**config.mk**
```make
export PLATFORM = sky130hd
export DESIGN_NAME = pif_ctrl
export DESIGN_NICKNAME = d
export VERILOG_FILES = /design/src/design/pif_pkg.sv /design/src/design/pif_ctrl.sv
export SDC_FILE = /design/constraint.sdc
export NUM_CORES = 1
export LEC_CHECK = 0
export BUFFER_PORTS_ARGS = -buffer_cell sky130_fd_sc_hd__buf_2
export CAP_MARGIN = 40
export CORE_AREA = 2 2 190 192
export DETAILED_ROUTE_END_ITERATION = 10
export DIE_AREA = 0 0 192 194
export PLACE_DENSITY_LB_ADDON = 0.2
export SKIP_LAST_GASP = 1
export SLEW_MARGIN = 30
export SYNTH_ARGS = -nofsm -noshare
export SYNTH_HDL_FRONTEND = slang
export SYNTH_SLANG_ARGS = --single-unit
```
**constraint.sdc**
```tcl
create_clock -name clk -period 5 [get_ports clk]
set_input_delay 0.75 -clock clk [delete_from_list [all_inputs] [get_ports clk]]
set_output_delay 0.75 -clock clk [all_outputs]
set_load 0.01 [all_outputs]
```
**src/design/pif_pkg.sv**
```systemverilog
package pif_pkg;

    localparam int MAX_INTERVALS_DEF = 4096;
    localparam int POS_W             = 63;
    localparam int IDX_W             = 12;
    localparam int FUNC_W            = 2;

    typedef enum logic [FUNC_W-1:0] {
        FUNC_APPEND = 2'd0,
        FUNC_FILTER = 2'd1,
        FUNC_CLEAR  = 2'd2,
        FUNC_NOP    = 2'd3
    } func_t;

    typedef struct packed {
        logic [POS_W-1:0] iv_start;
        logic [POS_W-1:0] iv_end;
    } entry_t;

    typedef struct packed {
        logic             valid;
        logic [POS_W-1:0] posting;
        logic [IDX_W-1:0] index;
    } res_t;

endpackage

```
**src/design/pif_ctrl.sv**
```systemverilog
module pif_ctrl #(
    parameter int MAX_INTERVALS = pif_pkg::MAX_INTERVALS_DEF,
    localparam int AW = $clog2(MAX_INTERVALS),
    localparam int CW = AW + 1
) (
    input  logic                        clk,
    input  logic                        rst_n,
    input  logic                        in_valid,
    output logic                        in_ready,
    input  logic [pif_pkg::FUNC_W-1:0]  func,
    input  logic [pif_pkg::POS_W-1:0]   position,
    input  logic [pif_pkg::POS_W-1:0]   interval_end,
    input  logic                        list_end,
    input  logic                        out_free,
    output pif_pkg::res_t               res,
    output logic                        wr_en,
    output logic [AW-1:0]               wr_addr,
    output pif_pkg::entry_t             wr_data,
    output logic                        rd_en,
    output logic [AW-1:0]               rd_addr,
    input  pif_pkg::entry_t             rd_data
);

    typedef enum logic [1:0] {
        ST_IDLE,
        ST_LOOK,
        ST_SCAN
    } state_t;

    state_t                       state_reg, state_next;
    logic [CW-1:0]                count_reg, count_next;
    logic [AW-1:0]                cur_reg, cur_next;
    logic                         past_reg, past_next;
    logic [pif_pkg::POS_W-1:0]    last_end_reg, last_end_next;
    logic [pif_pkg::POS_W-1:0]    post_reg, post_next;
    logic                         last_reg, last_next;

    logic                         accept;
    logic                         full;
    logic [CW-1:0]                cur_p1;
    logic                         at_last;
    logic                         finish;
    logic                         keep;
    logic [31:0]                  cur_w;

    assign in_ready = (state_reg == ST_IDLE);
    assign accept   = in_valid && in_ready;
    assign full     = (count_reg == CW'(MAX_INTERVALS));
    assign cur_p1   = {1'b0, cur_reg} + CW'(1);
    assign at_last  = (cur_p1 >= count_reg);
    assign cur_w    = 32'(cur_reg);

    always_comb
    begin
        state_next    = state_reg;
        count_next    = count_reg;
        cur_next      = cur_reg;
        past_next     = past_reg;
        last_end_next = last_end_reg;
        post_next     = post_reg;
        last_next     = last_reg;
        wr_en         = 1'b0;
        wr_addr       = count_reg[AW-1:0];
        wr_data       = '{iv_start: position, iv_end: interval_end};
        rd_en         = 1'b0;
        rd_addr       = cur_reg;
        finish        = 1'b0;
        keep          = 1'b0;

        case (state_reg)
            ST_IDLE:
            begin
                if (accept)
                begin
                    case (pif_pkg::func_t'(func))
                        pif_pkg::FUNC_APPEND:
                        begin
                            if (!full)
                            begin
                                wr_en         = 1'b1;
                                count_next    = count_reg + CW'(1);
                                last_end_next = interval_end;
                            end
                        end
                        pif_pkg::FUNC_FILTER:
                        begin
                            post_next = position;
                            last_next = list_end;
                            if (count_reg == '0 || past_reg || {1'b0, cur_reg} >= count_reg)
                            begin
                                if (list_end)
                                begin
                                    cur_next  = '0;
                                    past_next = 1'b0;
                                end
                            end
                            else
                            begin
                                rd_en      = 1'b1;
                                rd_addr    = cur_reg;
                                state_next = ST_LOOK;
                            end
                        end
                        pif_pkg::FUNC_CLEAR:
                        begin
                            count_next = '0;
                            cur_next   = '0;
                            past_next  = 1'b0;
                        end
                        default:
                        begin
                        end
                    endcase
                end
            end
            ST_LOOK:
            begin
                if (post_reg > rd_data.iv_end)
                begin
                    if (post_reg > last_end_reg || at_last)
                    begin
                        past_next = 1'b1;
                        finish    = 1'b1;
                    end
                    else
                    begin
                        rd_en      = 1'b1;
                        rd_addr    = cur_p1[AW-1:0];
                        cur_next   = cur_p1[AW-1:0];
                        state_next = ST_SCAN;
                    end
                end
                else
                begin
                    keep   = (post_reg >= rd_data.iv_start);
                    finish = !keep || out_free;
                end
            end
            ST_SCAN:
            begin
                if (!at_last && rd_data.iv_end < post_reg)
                begin
                    rd_en    = 1'b1;
                    rd_addr  = cur_p1[AW-1:0];
                    cur_next = cur_p1[AW-1:0];
                end
                else
                begin
                    keep   = (post_reg >= rd_data.iv_start) && (post_reg <= rd_data.iv_end);
                    finish = !keep || out_free;
                end
            end
            default:
            begin
                state_next = ST_IDLE;
            end
        endcase

        if (finish)
        begin
            state_next = ST_IDLE;
            if (last_reg)
            begin
                cur_next  = '0;
                past_next = 1'b0;
            end
        end
    end

    always_comb
    begin
        res.valid   = finish && keep;
        res.posting = post_reg;
        res.index   = cur_w[pif_pkg::IDX_W-1:0];
    end

    always_ff @(posedge clk or negedge rst_n)
    begin
        if (!rst_n)
        begin
            state_reg <= ST_IDLE;
            count_reg <= '0;
            cur_reg   <= '0;
            past_reg  <= 1'b0;
            last_reg  <= 1'b0;
        end
        else
        begin
            state_reg <= state_next;
            count_reg <= count_next;
            cur_reg   <= cur_next;
            past_reg  <= past_next;
            last_reg  <= last_next;
        end
    end

    always_ff @(posedge clk)
    begin
        last_end_reg <= last_end_next;
        post_reg     <= post_next;
    end

    a_cur_in_table: assert property (@(posedge clk) disable iff (!rst_n)
        ({1'b0, cur_reg} < count_reg) || (count_reg == '0 && cur_reg == '0))
        else $error("interval pointer outside loaded table");

    a_count_bound: assert property (@(posedge clk) disable iff (!rst_n)
        count_reg <= CW'(MAX_INTERVALS))
        else $error("interval count above table depth");

    a_res_slot_free: assert property (@(posedge clk) disable iff (!rst_n)
        res.valid |-> out_free)
        else $error("result issued into occupied output slot");

    a_no_rw_overlap: assert property (@(posedge clk) disable iff (!rst_n)
        wr_en |-> !rd_en && state_reg == ST_IDLE)
        else $error("table write overlaps a search read");

    a_look_follows_read: assert property (@(posedge clk) disable iff (!rst_n)
        (state_reg == ST_IDLE && state_next == ST_LOOK) |=> $past(rd_en))
        else $error("search entered without a table read");

endmodule

```
==> impl_metrics.py <==
metrics = {
    "power_and_ir_drop": {
        "p_leak_nw": 7.89,
        "p_seq_frac": 0.374,
        "switching_share": 0.368,
        "p_comb_frac": 0.342,
        "intPower_mw": 2.79,
        "max-vdd-ir-drop_mv": 0.233,
        "p_per_area_mw_per_mm2": 291,
        "clockPowerShare": 0.284,
        "p_sw_mw": 1.63,
        "power_mw": 4.42,
    },
    "worst_setup_path": {
        "cp_max_fo": 4,
        "crit_required_ns": 4.25,
        "crit_path_end_kind": "output pin",
        "cp-start-kind": "flop",
        "worstPathArrival_ns": 4.22,
        "critical_path_class": "reg -> out",
    },
    "yosys": {
        "netlist-cell-type-count": 65,
        "synth_seq_cells": 155,
        "synth_compound_area_frac": 0.128,
        "syn_area_mm2": 0.0123,
        "synth_warnings": 0,
        "synth_adder_area_share": 0.229,
        "synth.area.mux_share": 0.00182,
        "synth_cells": 1274,
        "synthSimpleGateAreaFrac": 0.112,
        "synth_fp_nets": 1759,
        "synth_top_family_by_area": "adder cells",
        "ys.flop_type": "edfxtp_1",
        "synth_area_per_cell_um2": 9.69,
        "synth-edff-count": 126,
        "ys_seq_area_frac": 0.365,
        "synth_async_sr_flop_share": 0.187,
        "synthXorXnorAreaFrac": 0.00922,
    },
    "final_layout": {
        "multi_input_area_mm2": 0.00604,
        "areaGrowthSynthToFinish_pct": 23.0,
        "instances_no_fill": 2138,
        "diodes": 0,
        "nets": 2149,
        "post-route-util": 0.431,
        "regArea_mm2": 0.00451,
        "n_fill_cell": 3517,
        "drive_gt1_frac": 0.345,
    },
    "global_routing": {
        "gr-total-overflow": 0,
        "grt_max_degree": 42,
        "antenna_found_initial": 3,
        "grt_pass1_vias": 10400,
        "grt_pass1_wl_mm": 58.9,
        "track_usage": 0.212,
    },
    "floorplanning": {
        "die_y_um": 194,
        "initial_core_util": 0.350,
        "die_w_um": 192,
        "rows": 69,
        "coreArea_mm2": 0.0352,
        "pin_count": 488,
        "dieArea_mm2": 0.0372,
    },
    "clock_tree": {
        "cts_buffer_depth": 2,
        "clock_latency_ns": 0.45,
        "cts_buffers": 17,
        "cts_tree": "built",
        "cts_hold_buf": 0,
        "clockRootBuffer": "clkbuf_16",
        "cts.clk_slew.worst_paths_ns": 0.07,
        "cts.sinks": 155,
        "cts_max_level": 4,
    },
    "timing": {
        "hold_viol": 0,
        "post-route-period-util": 0.995,
        "drv_slew": 0,
        "layout_min_cycle_time_ns": 4.97,
        "timing.fmax_ghz": 0.201,
        "finalClockSkew_ns": 0.0102,
        "hold_ws_ns": 0.358,
        "rsz0062_at_grt": "yes",
        "setup_slack_ns": 0.0251,
        "setup_viol": 0,
        "tightestPinTransition_ns": 0.771,
        "relSlewSlack": 0.479,
    },
    "drt": {
        "via_per_inst": 4.86,
        "detail_route.wl_per_cell_um": 18.5,
        "vias": 10400,
        "routed_wl_mm": 39.5,
        "drt_iter0_markers": 467,
        "drc": 0,
        "ant_nets": 0,
        "first_pass_iters": 5,
    },
    "placement": {
        "place_inst": 2100,
        "dp_hpwl_mm": 32.7,
        "place.gp.congestion": 0.857,
        "portBuffers": 487,
        "pre_cts_ws_ns": -0.0484,
    },
    "hold_path": {
        "min-delay-path-class": "in -> async",
    },
    "run": {
        "drv_cap": 0,
    },
    "outcome": {
        "status": "finished clean",
    },
}
==> area by class of cell <==
class | count | area share
clock buffers | 17 | 0.0280
inverters | 222 | 0.0549
well taps | 461 | 0.0380
repair buffers | 517 | 0.177
flip-flops and latches | 155 | 0.297
multi-input cells | 751 | 0.398
clock inverters | 15 | 0.00742
==> routing by layer <==
metal,up-vias,share of wire,global-route usage
li1,5137,-,-
met1,4902,0.45,0.276
met2,316,0.49,0.363
met3,34,0.046,0.0375
met4,2,0.015,0.0529
met5,-,0.00033,0
==> power groups by stage <==
stage	Combinational, mW	Clock (mW)	Sequential [mW]
5_1_grt	1.71	1.34	1.67
3_5_place_dp	1.46	0	1.68
4_1_cts	1.52	1.30	1.65
2_1_floorplan	0.992	0	1.66
6_report	1.51	1.25	1.65
3_3_place_gp	1.42	0	1.68
==> cells in the final DEF (no fill, tap or decap), types with 5 or more instances in the layout <==
cell type / synthesis / layout
nand2b_1: 12 / 12
xnor2_1: 12 / 12
buf_4: 139 / 27
nand2_1: 82 / 80
nand3b_1: 5 / 5
buf_2: 2 / 487
inv_6: 0 / 6
clkbuf_16: 0 / 17
nor2_1: 40 / 38
a221oi_1: 9 / 8
edfxtp_1: 126 / 126
a22o_1: 7 / 7
o211ai_1: 5 / 5
and2_1: 6 / 6
nor4_1: 9 / 9
nand3_1: 30 / 29
a211oi_1: 6 / 6
inv_1: 222 / 222
ha_1: 226 / 224
dfrtp_1: 29 / 29
a21o_1: 14 / 14
a21boi_0: 12 / 12
nand4_1: 35 / 35
a21oi_1: 89 / 89
o21ai_0: 40 / 40
o21a_1: 18 / 18
nor3_1: 13 / 12
and4_1: 9 / 9
==> worst max-delay path: stages, from the launching register on <==
cell     delay [ns]
dfrtp_1        0.37
ha_2           0.19
and3_4         0.17
and3_4         0.18
and3_4         0.20
nand3_4        0.08
or2_4          0.28
nand2_4        0.08
ha_4           0.20
a21o_1         0.14
a21o_1         0.16
a21o_1         0.17
a211o_1        0.26
or2_4          0.25
or2_4          0.27
o21ai_4        0.20
buf_6          0.13
a21oi_1        0.06
a31o_2         0.25
buf_6          0.12
==> logic make-up after synthesis <==
group,after synthesis
flops,155
fa+ha+maj,226
buf+inv,368
compound gates,241
xor+xnor,13
mux,2
simple gates,269
==> timing repair <==
item | in CTS | in global routing
resized for setup | 18 | 3
endpoints found under the setup margin | 13 | 13
pin swaps | 10 | 1
setup buffers | 5 | 1
==> path summary, 6_finish.rpt <==
check                                  from     endpoint  cells past startpoint  slack [ns]
worst max-delay path             cur_reg[0]   rd_addr[0]                     19        0.03
max in group asynchronous             rst_n   cur_reg[3]                      1        4.18
worst min register to register     last_reg     last_reg                      1        0.52
min in group clk                position[8]  post_reg[8]                      1        0.48
worst max register to register   cur_reg[0]  cur_reg[10]                     18        0.80
worst min-delay path                  rst_n  cur_reg[10]                      1        0.36
==> stage by stage <==
stage | setup TNS [ns] | area, um2
4_1_cts | 0 | 15200
3_5_place_dp | -0.366 | 14500
3_3_place_gp | 0 | 14500
5_1_grt | -1.51 | 15200
2_1_floorplan | 0 | 12400
6_report | 0 | 15200
==> Yosys cell counts, drive strengths merged, types with 7 or more instances <==
library cell  number  area (um2)
or2                8        52.6
nand2             82         308
inv              222         833
o21ai             42         210
nand3             30         150
ha               226        2830
and4               9        78.8
nand4             35         219
nor2              40         150
a221oi             9        78.8
xnor2             12         105
nor3              13        65.1
a22o               7        61.3
a21o              14         105
o21a              18         135
edfxtp           126        3780
buf              142        1060
nand2b            12        75.1
a21boi            12        90.1
a21oi             91         463
dfrtp             29         726
nor4              11        81.3
Note: power is estimated with default switching activity, not from simulation.
