--- src/design/pif_ram.sv ---
module pif_ram #(
    parameter int WIDTH = 8,
    parameter int DEPTH = 16
) (
    input  logic                     clk,
    input  logic                     wr_en,
    input  logic [$clog2(DEPTH)-1:0] wr_addr,
    input  logic [WIDTH-1:0]         wr_data,
    input  logic                     rd_en,
    input  logic [$clog2(DEPTH)-1:0] rd_addr,
    output logic [WIDTH-1:0]         rd_data
);

    logic [WIDTH-1:0] mem [DEPTH];

    always_ff @(posedge clk)
    begin
        if (wr_en)
        begin
            mem[wr_addr] <= wr_data;
        end
        if (rd_en)
        begin
            rd_data <= mem[rd_addr];
        end
    end

endmodule

--- config.mk ---
export PLATFORM = sky130hd
export DESIGN_NAME = pif_ram
export DESIGN_NICKNAME = d
export VERILOG_FILES = /design/src/design/pif_ram.sv
export SDC_FILE = /design/constraint.sdc
export NUM_CORES = 1
export LEC_CHECK = 0
export ABC_AREA = 1
export BUFFER_PORTS_ARGS = -buffer_cell sky130_fd_sc_hd__buf_2
export CAP_MARGIN = 20
export CORE_UTILIZATION = 53
export CTS_BUF_LIST = sky130_fd_sc_hd__clkbuf_8
export DETAILED_ROUTE_END_ITERATION = 6
export GPL_ROUTABILITY_DRIVEN = 0
export GPL_TIMING_DRIVEN = 1
export HOLD_SLACK_MARGIN = 0.15
export PLACE_DENSITY = 0.73
export REMOVE_ABC_BUFFERS = 1
export SYNTH_ARGS = -nofsm -noshare
export SYNTH_HDL_FRONTEND = slang
export SYNTH_SLANG_ARGS = --single-unit
--- constraint.sdc ---
create_clock -name clk -period 1 [get_ports clk]
set_input_delay 0.05 -clock clk [delete_from_list [all_inputs] [get_ports clk]]
set_output_delay 0.05 -clock clk [all_outputs]
set_load 0.01 [all_outputs]
==> metrics.log, run 1 <==
[metrics] number of distinct library cell variants in the gate-level netlist after synthesis: 11
[metrics] Lkg Pwr: 3.075 nW
[metrics] Cells after Synth: 551
[metrics] post-synthesis to final-layout area growth: 20.99%
[metrics] Crit path largest cell delay: 0.38 ns
[metrics] critical-path cell list: inv_1 > nand2_1 > nand3_2 > nand3_2 > nand3_2 > nand2_2
[metrics] worst-case register-to-register setup slack: -0.08 ns
[metrics] Die Y-Extent: 107.0 um
[metrics] number of synthesized flops with an enable pin: 136
[metrics] Critical Path Sink Type: flip-flop
[metrics] first-pass GRT wire length: 21000 um
[metrics] Port-buffer cells: 26
[metrics] Crit path arrival time: 1.28 ns
[metrics] Die Wd: 107.0 um
[metrics] Syn. warnings: 0
[metrics] number of H-tree levels: 4
[metrics] start point of the worst min-delay path: rd_addr[2]
[metrics] number of DRC markers after the initial detailed-route iteration: 306
[metrics] kind of launch point of the worst setup path: flip-flop
[metrics] final standard cell utilization of the core: 67.32%
[metrics] post-layout min period: 1.078 ns
[metrics] hold path endpoint: rd_data[2]
[metrics] library cell with the highest instance count after synthesis: sky130_fd_sc_hd__nand2_1
[metrics] synthesized area: 0.005847 sq mm
[metrics] GRT overflow: 0
[metrics] total area of multi-input combinational cells: 0.001404 sq mm
[metrics] Filler Cells Inserted: 736
[metrics] Crit-path slowest cell: sky130_fd_sc_hd__edfxtp_1
[metrics] commonest cells in the netlist: sky130_fd_sc_hd__nand2_1, sky130_fd_sc_hd__edfxtp_1, sky130_fd_sc_hd__inv_1, sky130_fd_sc_hd__nand3_1, sky130_fd_sc_hd__nor2_1
[metrics] fin nets: 632
[metrics] overall die area: 0.01146 sq mm
[metrics] Reg-to-Reg Start: mem[5][5]
[metrics] router iterations before antenna repair: 5
[metrics] CTS tree: done
[metrics] VDD IR-drop max: 1.127 mV
[metrics] clock sink count: 136
[metrics] path category of the worst min-delay check: primary input to flip-flop
[metrics] run status: finished, violations left
[metrics] async set or reset register ratio after synthesis: 0%
[metrics] part of the cycle the worst path needs: 107.8%
[metrics] Inserted Diodes: 0
[metrics] average cell area after synthesis: 10.61 sq um
[metrics] total global routing track utilization: 25.59%
[metrics] Max-slew headroom: 70.72%
[metrics] endpoint of the most critical register-to-register path: rd_data[5]
[metrics] Max Fclk: 927.4 MHz
[metrics] setup repair after global routing missed its margin: yes
[metrics] synthesis-stage register bit count: 136
[metrics] number of failing setup endpoints in the final timing report: 14
[metrics] IO Count: 27
[metrics] ratio of cells with drive above 1 in the final layout: 20.93%
[metrics] top cell type by total area after synthesis: sky130_fd_sc_hd__edfxtp_1
[metrics] via count of the first global-routing pass: 3957
[metrics] sequential cell area: 0.004084 sq mm
[metrics] pin slew with the least headroom to its limit: 0.4387 ns
[metrics] most area-consuming cells after synthesis: sky130_fd_sc_hd__edfxtp_1, sky130_fd_sc_hd__nand2_1, sky130_fd_sc_hd__nand3_1
[metrics] Vias per Instance: 5.346
[metrics] total half-perimeter wirelength after legalization and detailed placement: 8424 um
[metrics] Clk Latency, worst-skew pair: 0.44 ns
[metrics] Most common cell on crit path: sky130_fd_sc_hd__nand3_2
[metrics] number of buffers inserted during clock tree synthesis: 17
[metrics] Main synth FF type: sky130_fd_sc_hd__edfxtp_1
[metrics] required time of the critical path: 1.20 ns
[metrics] final hold violation count: 0
[metrics] family of cells with the greatest summed delay on the critical path: simple AND/OR/NAND/NOR gates
[metrics] register area share after synthesis: 69.85%
[metrics] max-slew violation count: 0
[metrics] number of instances in the placed design: 720
[metrics] instance count along the most critical hold path: 5
[metrics] final routed wire length divided by cell count: 17.48 um
[metrics] number of DRC violations after detailed routing: 0
[metrics] final setup TNS: -0.6653 ns
[metrics] core area: 0.01051 sq mm
[metrics] vias: 4074
[metrics] DRT antenna net count: 0
[metrics] maximum fanout count along the critical path: 1
[metrics] pin count of the biggest net entering global routing: 47
[metrics] number of cells traversed by the worst register-to-register path: 6
[metrics] count of buffer and inverter cells on the critical path: 1
[metrics] buffers from clock root to sink, at most: 2
[metrics] initial antenna violation count: 0
[metrics] initial core utilization: 55.64%
[metrics] Finished Layout Cells: 762
[metrics] clock input transition at the sequential cells of the worst setup and hold paths: 0.07 ns
[metrics] final WL: 13320 um
[metrics] clock root cell: sky130_fd_sc_hd__clkbuf_8
[metrics] final-layout worst hold slack: 0.2313 ns
[metrics] critical path class: flip-flop to flip-flop
[metrics] post-route clock skew: 0.008096 ns
[metrics] number of maximum-capacitance violations: 0
[metrics] final setup margin: -0.07829 ns
[metrics] number of buffers inserted to repair setup after CTS: 0
[metrics] Core Rows: 37
[metrics] violated checks: setup timing
[metrics] area share of the largest cell type after synthesis: 69.85%
[metrics] Cell Pwr Density: 1839 mW/mm^2
[power breakdown]
group	internal, W	total (W)	switching [W]
clock	0.00349	0.00563	0.00215
sequential	0.00641	0.00645	0.0000353
combinational	0.000321	0.000930	0.000609
[cells in the final DEF (no fill, tap or decap), types with 5 or more instances in the layout]
cell,instances
sky130_fd_sc_hd__nand2_1,169
sky130_fd_sc_hd__edfxtp_1,136
sky130_fd_sc_hd__inv_1,100
sky130_fd_sc_hd__nand3_1,61
sky130_fd_sc_hd__nand3_2,36
sky130_fd_sc_hd__buf_2,26
sky130_fd_sc_hd__buf_4,26
sky130_fd_sc_hd__nor2_1,17
sky130_fd_sc_hd__clkbuf_8,17
sky130_fd_sc_hd__dlygate4sd3_1,10
sky130_fd_sc_hd__bufinv_16,7
sky130_fd_sc_hd__buf_12,5
[sequential cells by signal (all words and copies together) (netlist names)]
signal,cells
mem,128
rd_data,8
[cells by family (layout without fill, tap and decap cells)]
family | count (synthesis) | after routing | share of synthesized area [%]
flip-flops | 136 | 136 | 69.85
AND/OR/NAND/NOR | 289 | 289 | 20.76
buffers and inverters | 126 | 201 | 9.394
[through the flow]
step	instance area [sq um]	power, W	worst slack, ns
after detailed placement	6276	0.007396	-0.2932
after global placement	6276	0.007368	-0.2304
final	7074	0.01301	-0.07829
after CTS	7019	0.01304	-0.09737
after floorplan	5680	0.006929	-0.1706
after global routing	7074	0.01338	-0.1445
[how the worst max path moves through the flow]
stage | start | to | slack (ns) | cells past startpoint
2_1_floorplan | rd_addr[0] | rd_data[2] | -0.17 | 6
3_3_place_gp | rd_addr[0] | rd_data[7] | -0.23 | 7
3_5_place_dp | rd_addr[0] | rd_data[5] | -0.29 | 9
4_1_cts | rd_data[0] | rd_data[0] | -0.1 | 1
5_1_grt | mem[4][0] | rd_data[0] | -0.14 | 6
6_report | mem[5][5] | rd_data[5] | -0.08 | 6
[final cells by class]
type,count,area share [%]
multi-input combinational,289,19.84
sequential,136,57.73
inverter,102,5.412
tap,136,2.405
clock buffer,17,3.307
clock inverter,15,3.873
timing repair buffer,67,7.428
[layer usage]
layer | vias to the layer above | track usage (%) | wire (um)
met5 | - | 0 | 0
met4 | 0 | 12.13 | 443
met3 | 37 | 6.748 | 1086
met2 | 195 | 40.18 | 6493
met1 | 1933 | 33.28 | 5295
li1 | 1909 | - | -
[worst reg2reg max path: cells and delay by family, from the launching register on]
kind          cells  cell delay, ns
simple gates      5            0.40
flops             1            0.38
buf+inv           1            0.06
[repair_timing]
action,4_1_cts,5_1_grt
gates resized for setup,28,12
hold endpoints to repair,144,0
endpoints found under the setup margin,16,16
hold buffers,10,0
pin swaps,33,18
Note: power is estimated with default switching activity, not from simulation.
==> run 2: changes to the inputs <==
- CORE_MARGIN: default -> 2
- CORE_UTILIZATION: 53 -> 57
- PLACE_DENSITY: 0.73 -> 0.78
==> metrics.log, run 2 (synthesized netlist as in run 1, its figures left out) <==
[metrics] run status: finished, violations left (unchanged)
[metrics] violated checks: setup timing (unchanged)
[metrics] max FFs per register: 128 (unchanged)
[metrics] Vias per Instance: 5.338 (was 5.346)
[metrics] part of the power in the clock network: 39.5% (was 43.3%)
[metrics] required time of the critical path: 1.19 ns (was 1.20 ns)
[metrics] power consumption: 0.01222 W (was 0.01301 W)
[metrics] VDD IR-drop max: 0.9407 mV (was 1.127 mV)
[metrics] Cell Pwr Density: 1740 mW/mm^2 (was 1839 mW/mm^2)
[metrics] maximum fanout count along the critical path: 1 (unchanged)
[metrics] share of power burned in combinational logic: 7.8% (was 7.1%)
[metrics] first-pass GRT wire length: 19680 um (was 21000 um)
[metrics] Filler Cells Inserted: 614 (was 736)
[metrics] Finished Cell Area: 0.007024 sq mm (was 0.007074 sq mm)
[metrics] instance count along the most critical hold path: 4 (was 5)
[metrics] switching portion of total power: 21.13% (was 21.45%)
[metrics] CTS tree: done (unchanged)
[metrics] Inserted Diodes: 0 (unchanged)
[metrics] clock sink count: 136 (unchanged)
[metrics] Die Wd: 105.3 um (was 107.0 um)
[metrics] DRT antenna net count: 0 (unchanged)
[metrics] most used cells in the layout excluding fill and tap cells: sky130_fd_sc_hd__nand2_1, sky130_fd_sc_hd__edfxtp_1, sky130_fd_sc_hd__inv_1 (unchanged)
[metrics] pin slew with the least headroom to its limit: 0.3469 ns (was 0.4387 ns)
[metrics] post-layout min period: 1.101 ns (was 1.078 ns)
[metrics] number of buffers inserted to repair setup after CTS: 0 (unchanged)
[metrics] clock input transition at the sequential cells of the worst setup and hold paths: 0.07 ns (about the same)
[metrics] Psw: 0.002582 W (was 0.002791 W)
[metrics] total global routing track utilization: 24.25% (was 25.59%)
[metrics] final routed wire length divided by cell count: 16.95 um (was 17.48 um)
[metrics] number of DRC violations after detailed routing: 0 (unchanged)
[metrics] vias: 4046 (was 4074)
[metrics] proportion of power drawn by flip-flops and latches: 52.8% (was 49.6%)
[metrics] overall die area: 0.01108 sq mm (was 0.01146 sq mm)
[metrics] core area: 0.009864 sq mm (was 0.01051 sq mm)
[metrics] Clk Latency, worst-skew pair: 0.44 ns (about the same)
[metrics] number of buffers inserted during clock tree synthesis: 17 (unchanged)
[metrics] number of DRC markers after the initial detailed-route iteration: 444 (was 306)
[metrics] critical path class: flip-flop to flip-flop (unchanged)
[metrics] max-slew violation count: 0 (unchanged)
[metrics] Lkg Pwr: 3.071 nW (was 3.075 nW)
[metrics] post-route clock skew: 0.007793 ns (was 0.008096 ns)
[metrics] Core Rows: 36 (was 37)
[metrics] fin nets: 631 (was 632)
[metrics] router iterations before antenna repair: 5 (unchanged)
[metrics] path category of the worst min-delay check: primary input to flip-flop (unchanged)
[metrics] initial core utilization: 59.27% (was 55.64%)
[metrics] internal power: 0.009638 W (was 0.01022 W)
[metrics] leading cell type in the layout, fill and taps excluded: sky130_fd_sc_hd__nand2_1 (unchanged)
[metrics] final hold violation count: 0 (unchanged)
[metrics] number of instances in the placed design: 717 (was 720)
[metrics] Max-slew headroom: 76.87% (was 70.72%)
[metrics] register with the most flip-flops: mem (unchanged)
[metrics] via count of the first global-routing pass: 3847 (was 3957)
[metrics] Die Y-Extent: 105.3 um (was 107.0 um)
[metrics] ratio of cells with drive above 1 in the final layout: 21.44% (was 20.93%)
[metrics] setup repair after global routing missed its margin: yes (unchanged)
[metrics] kind of launch point of the worst setup path: flip-flop (unchanged)
[metrics] total half-perimeter wirelength after legalization and detailed placement: 7722 um (was 8424 um)
[metrics] Finished Layout Cells: 758 (was 762)
[metrics] Crit path arrival time: 1.29 ns (was 1.28 ns)
[metrics] Largest regs: mem x128, rd_data x8 (unchanged)
[metrics] number of cells traversed by the worst register-to-register path: 6 (unchanged)
[metrics] final setup margin: -0.1010 ns (was -0.07829 ns)
[metrics] pin count of the biggest net entering global routing: 47 (unchanged)
[metrics] clock root cell: sky130_fd_sc_hd__clkbuf_8 (unchanged)
[metrics] final WL: 12850 um (was 13320 um)
[metrics] part of the cycle the worst path needs: 110.1% (was 107.8%)
[metrics] Max Fclk: 908.3 MHz (was 927.4 MHz)
[metrics] Port-buffer cells: 26 (unchanged)
[metrics] post-synthesis to final-layout area growth: 20.14% (was 20.99%)
[metrics] number of maximum-capacitance violations: 0 (unchanged)
[metrics] number of H-tree levels: 4 (unchanged)
[metrics] Critical Path Sink Type: flip-flop (unchanged)
[metrics] placed cell area: 0.006285 sq mm (was 0.006276 sq mm)
[metrics] initial antenna violation count: 0 (unchanged)
[metrics] IO Count: 27 (unchanged)
[metrics] GRT overflow: 0 (unchanged)
[metrics] buffers from clock root to sink, at most: 2 (unchanged)
[metrics] number of failing setup endpoints in the final timing report: 10 (was 14)
[run 2: cell types whose count changed in the layout (fill, tap and decap cells not counted), sizes merged]
cell         before  now
inv             103  106
bufinv            7    5
dlygate4sd3      10    9
clkinvlp          2    0
clkinv            5    6
[run 2: path summary, 6_finish.rpt]
path	end	startpoint	slack [ns]
setup reg to reg	rd_data[3]	mem[9][3]	-0.10
hold / removal	rd_data[1]	rd_addr[3]	0.20
hold reg to reg	rd_data[5]	mem[2][5]	0.79
setup / recovery	rd_data[3]	mem[9][3]	-0.10
[run 2: layer usage]
layer | up-vias | part of all wire [%] | GRT usage [%]
met2 | 213 | 50 | 37.60
met1 | 1896 | 39 | 31.80
li1 | 1901 | - | -
met4 | 0 | 4.0 | 13.05
met5 | - | 0 | 0
met3 | 36 | 7.7 | 5.875
[run 2: what timing repair did]
item | CTS | global route
hold buffers | 9 | 0
resized for setup | 18 | 31
pin swaps | 22 | 35
setup endpoints to repair | 16 | 16
endpoints found under the hold margin | 136 | 0
[run 2: through the flow]
| step | setup WS, ns | utilization, % | hold slack (ns) | setup TNS, ns |
|---|---|---|---|---|
| global placement | -0.1841 | 63.71 | 0.4156 | -1.436 |
| finish | -0.1010 | 71.21 | 0.1986 | -0.6815 |
| global route | -0.1791 | 71.21 | 0.2030 | -1.469 |
| floorplan | -0.1706 | - | 0.1489 | -1.363 |
| CTS | -0.06876 | 69.79 | 0.1834 | -0.6380 |
| detailed placement | -0.2202 | 63.71 | 0.4142 | -1.986 |
[run 2: worst max-delay path, stage by stage (launching register included)]
cell and delay [ns]:
sky130_fd_sc_hd__edfxtp_1 0.38, sky130_fd_sc_hd__inv_1 0.07, sky130_fd_sc_hd__nand2_1 0.05, sky130_fd_sc_hd__nand3_1 0.09, sky130_fd_sc_hd__nand3_2 0.08, sky130_fd_sc_hd__nand3_2 0.10, sky130_fd_sc_hd__nand2_2 0.08
[run 2: power groups by stage]
stage / logic (W) / clock network [W] / registers, W
finish: 0.000948 / 0.00482 / 0.00645
global route: 0.00104 / 0.00508 / 0.00646
CTS: 0.000878 / 0.00486 / 0.00645
detailed placement: 0.000811 / 0 / 0.00657
global placement: 0.000793 / 0 / 0.00657
floorplan: 0.000345 / 0 / 0.00658
[run 2: final cells by class]
cell class              instances  area (sq um)  share of cell area, %
clock buffers                  17         234.0                  3.331
clock inverters                15         192.7                  2.743
inverters                     102         382.9                  5.451
multi-input cells             289          1436                  20.45
flip-flops and latches        136          4084                  58.14
well taps                     133         166.4                  2.369
repair buffers                 66         528.0                  7.517
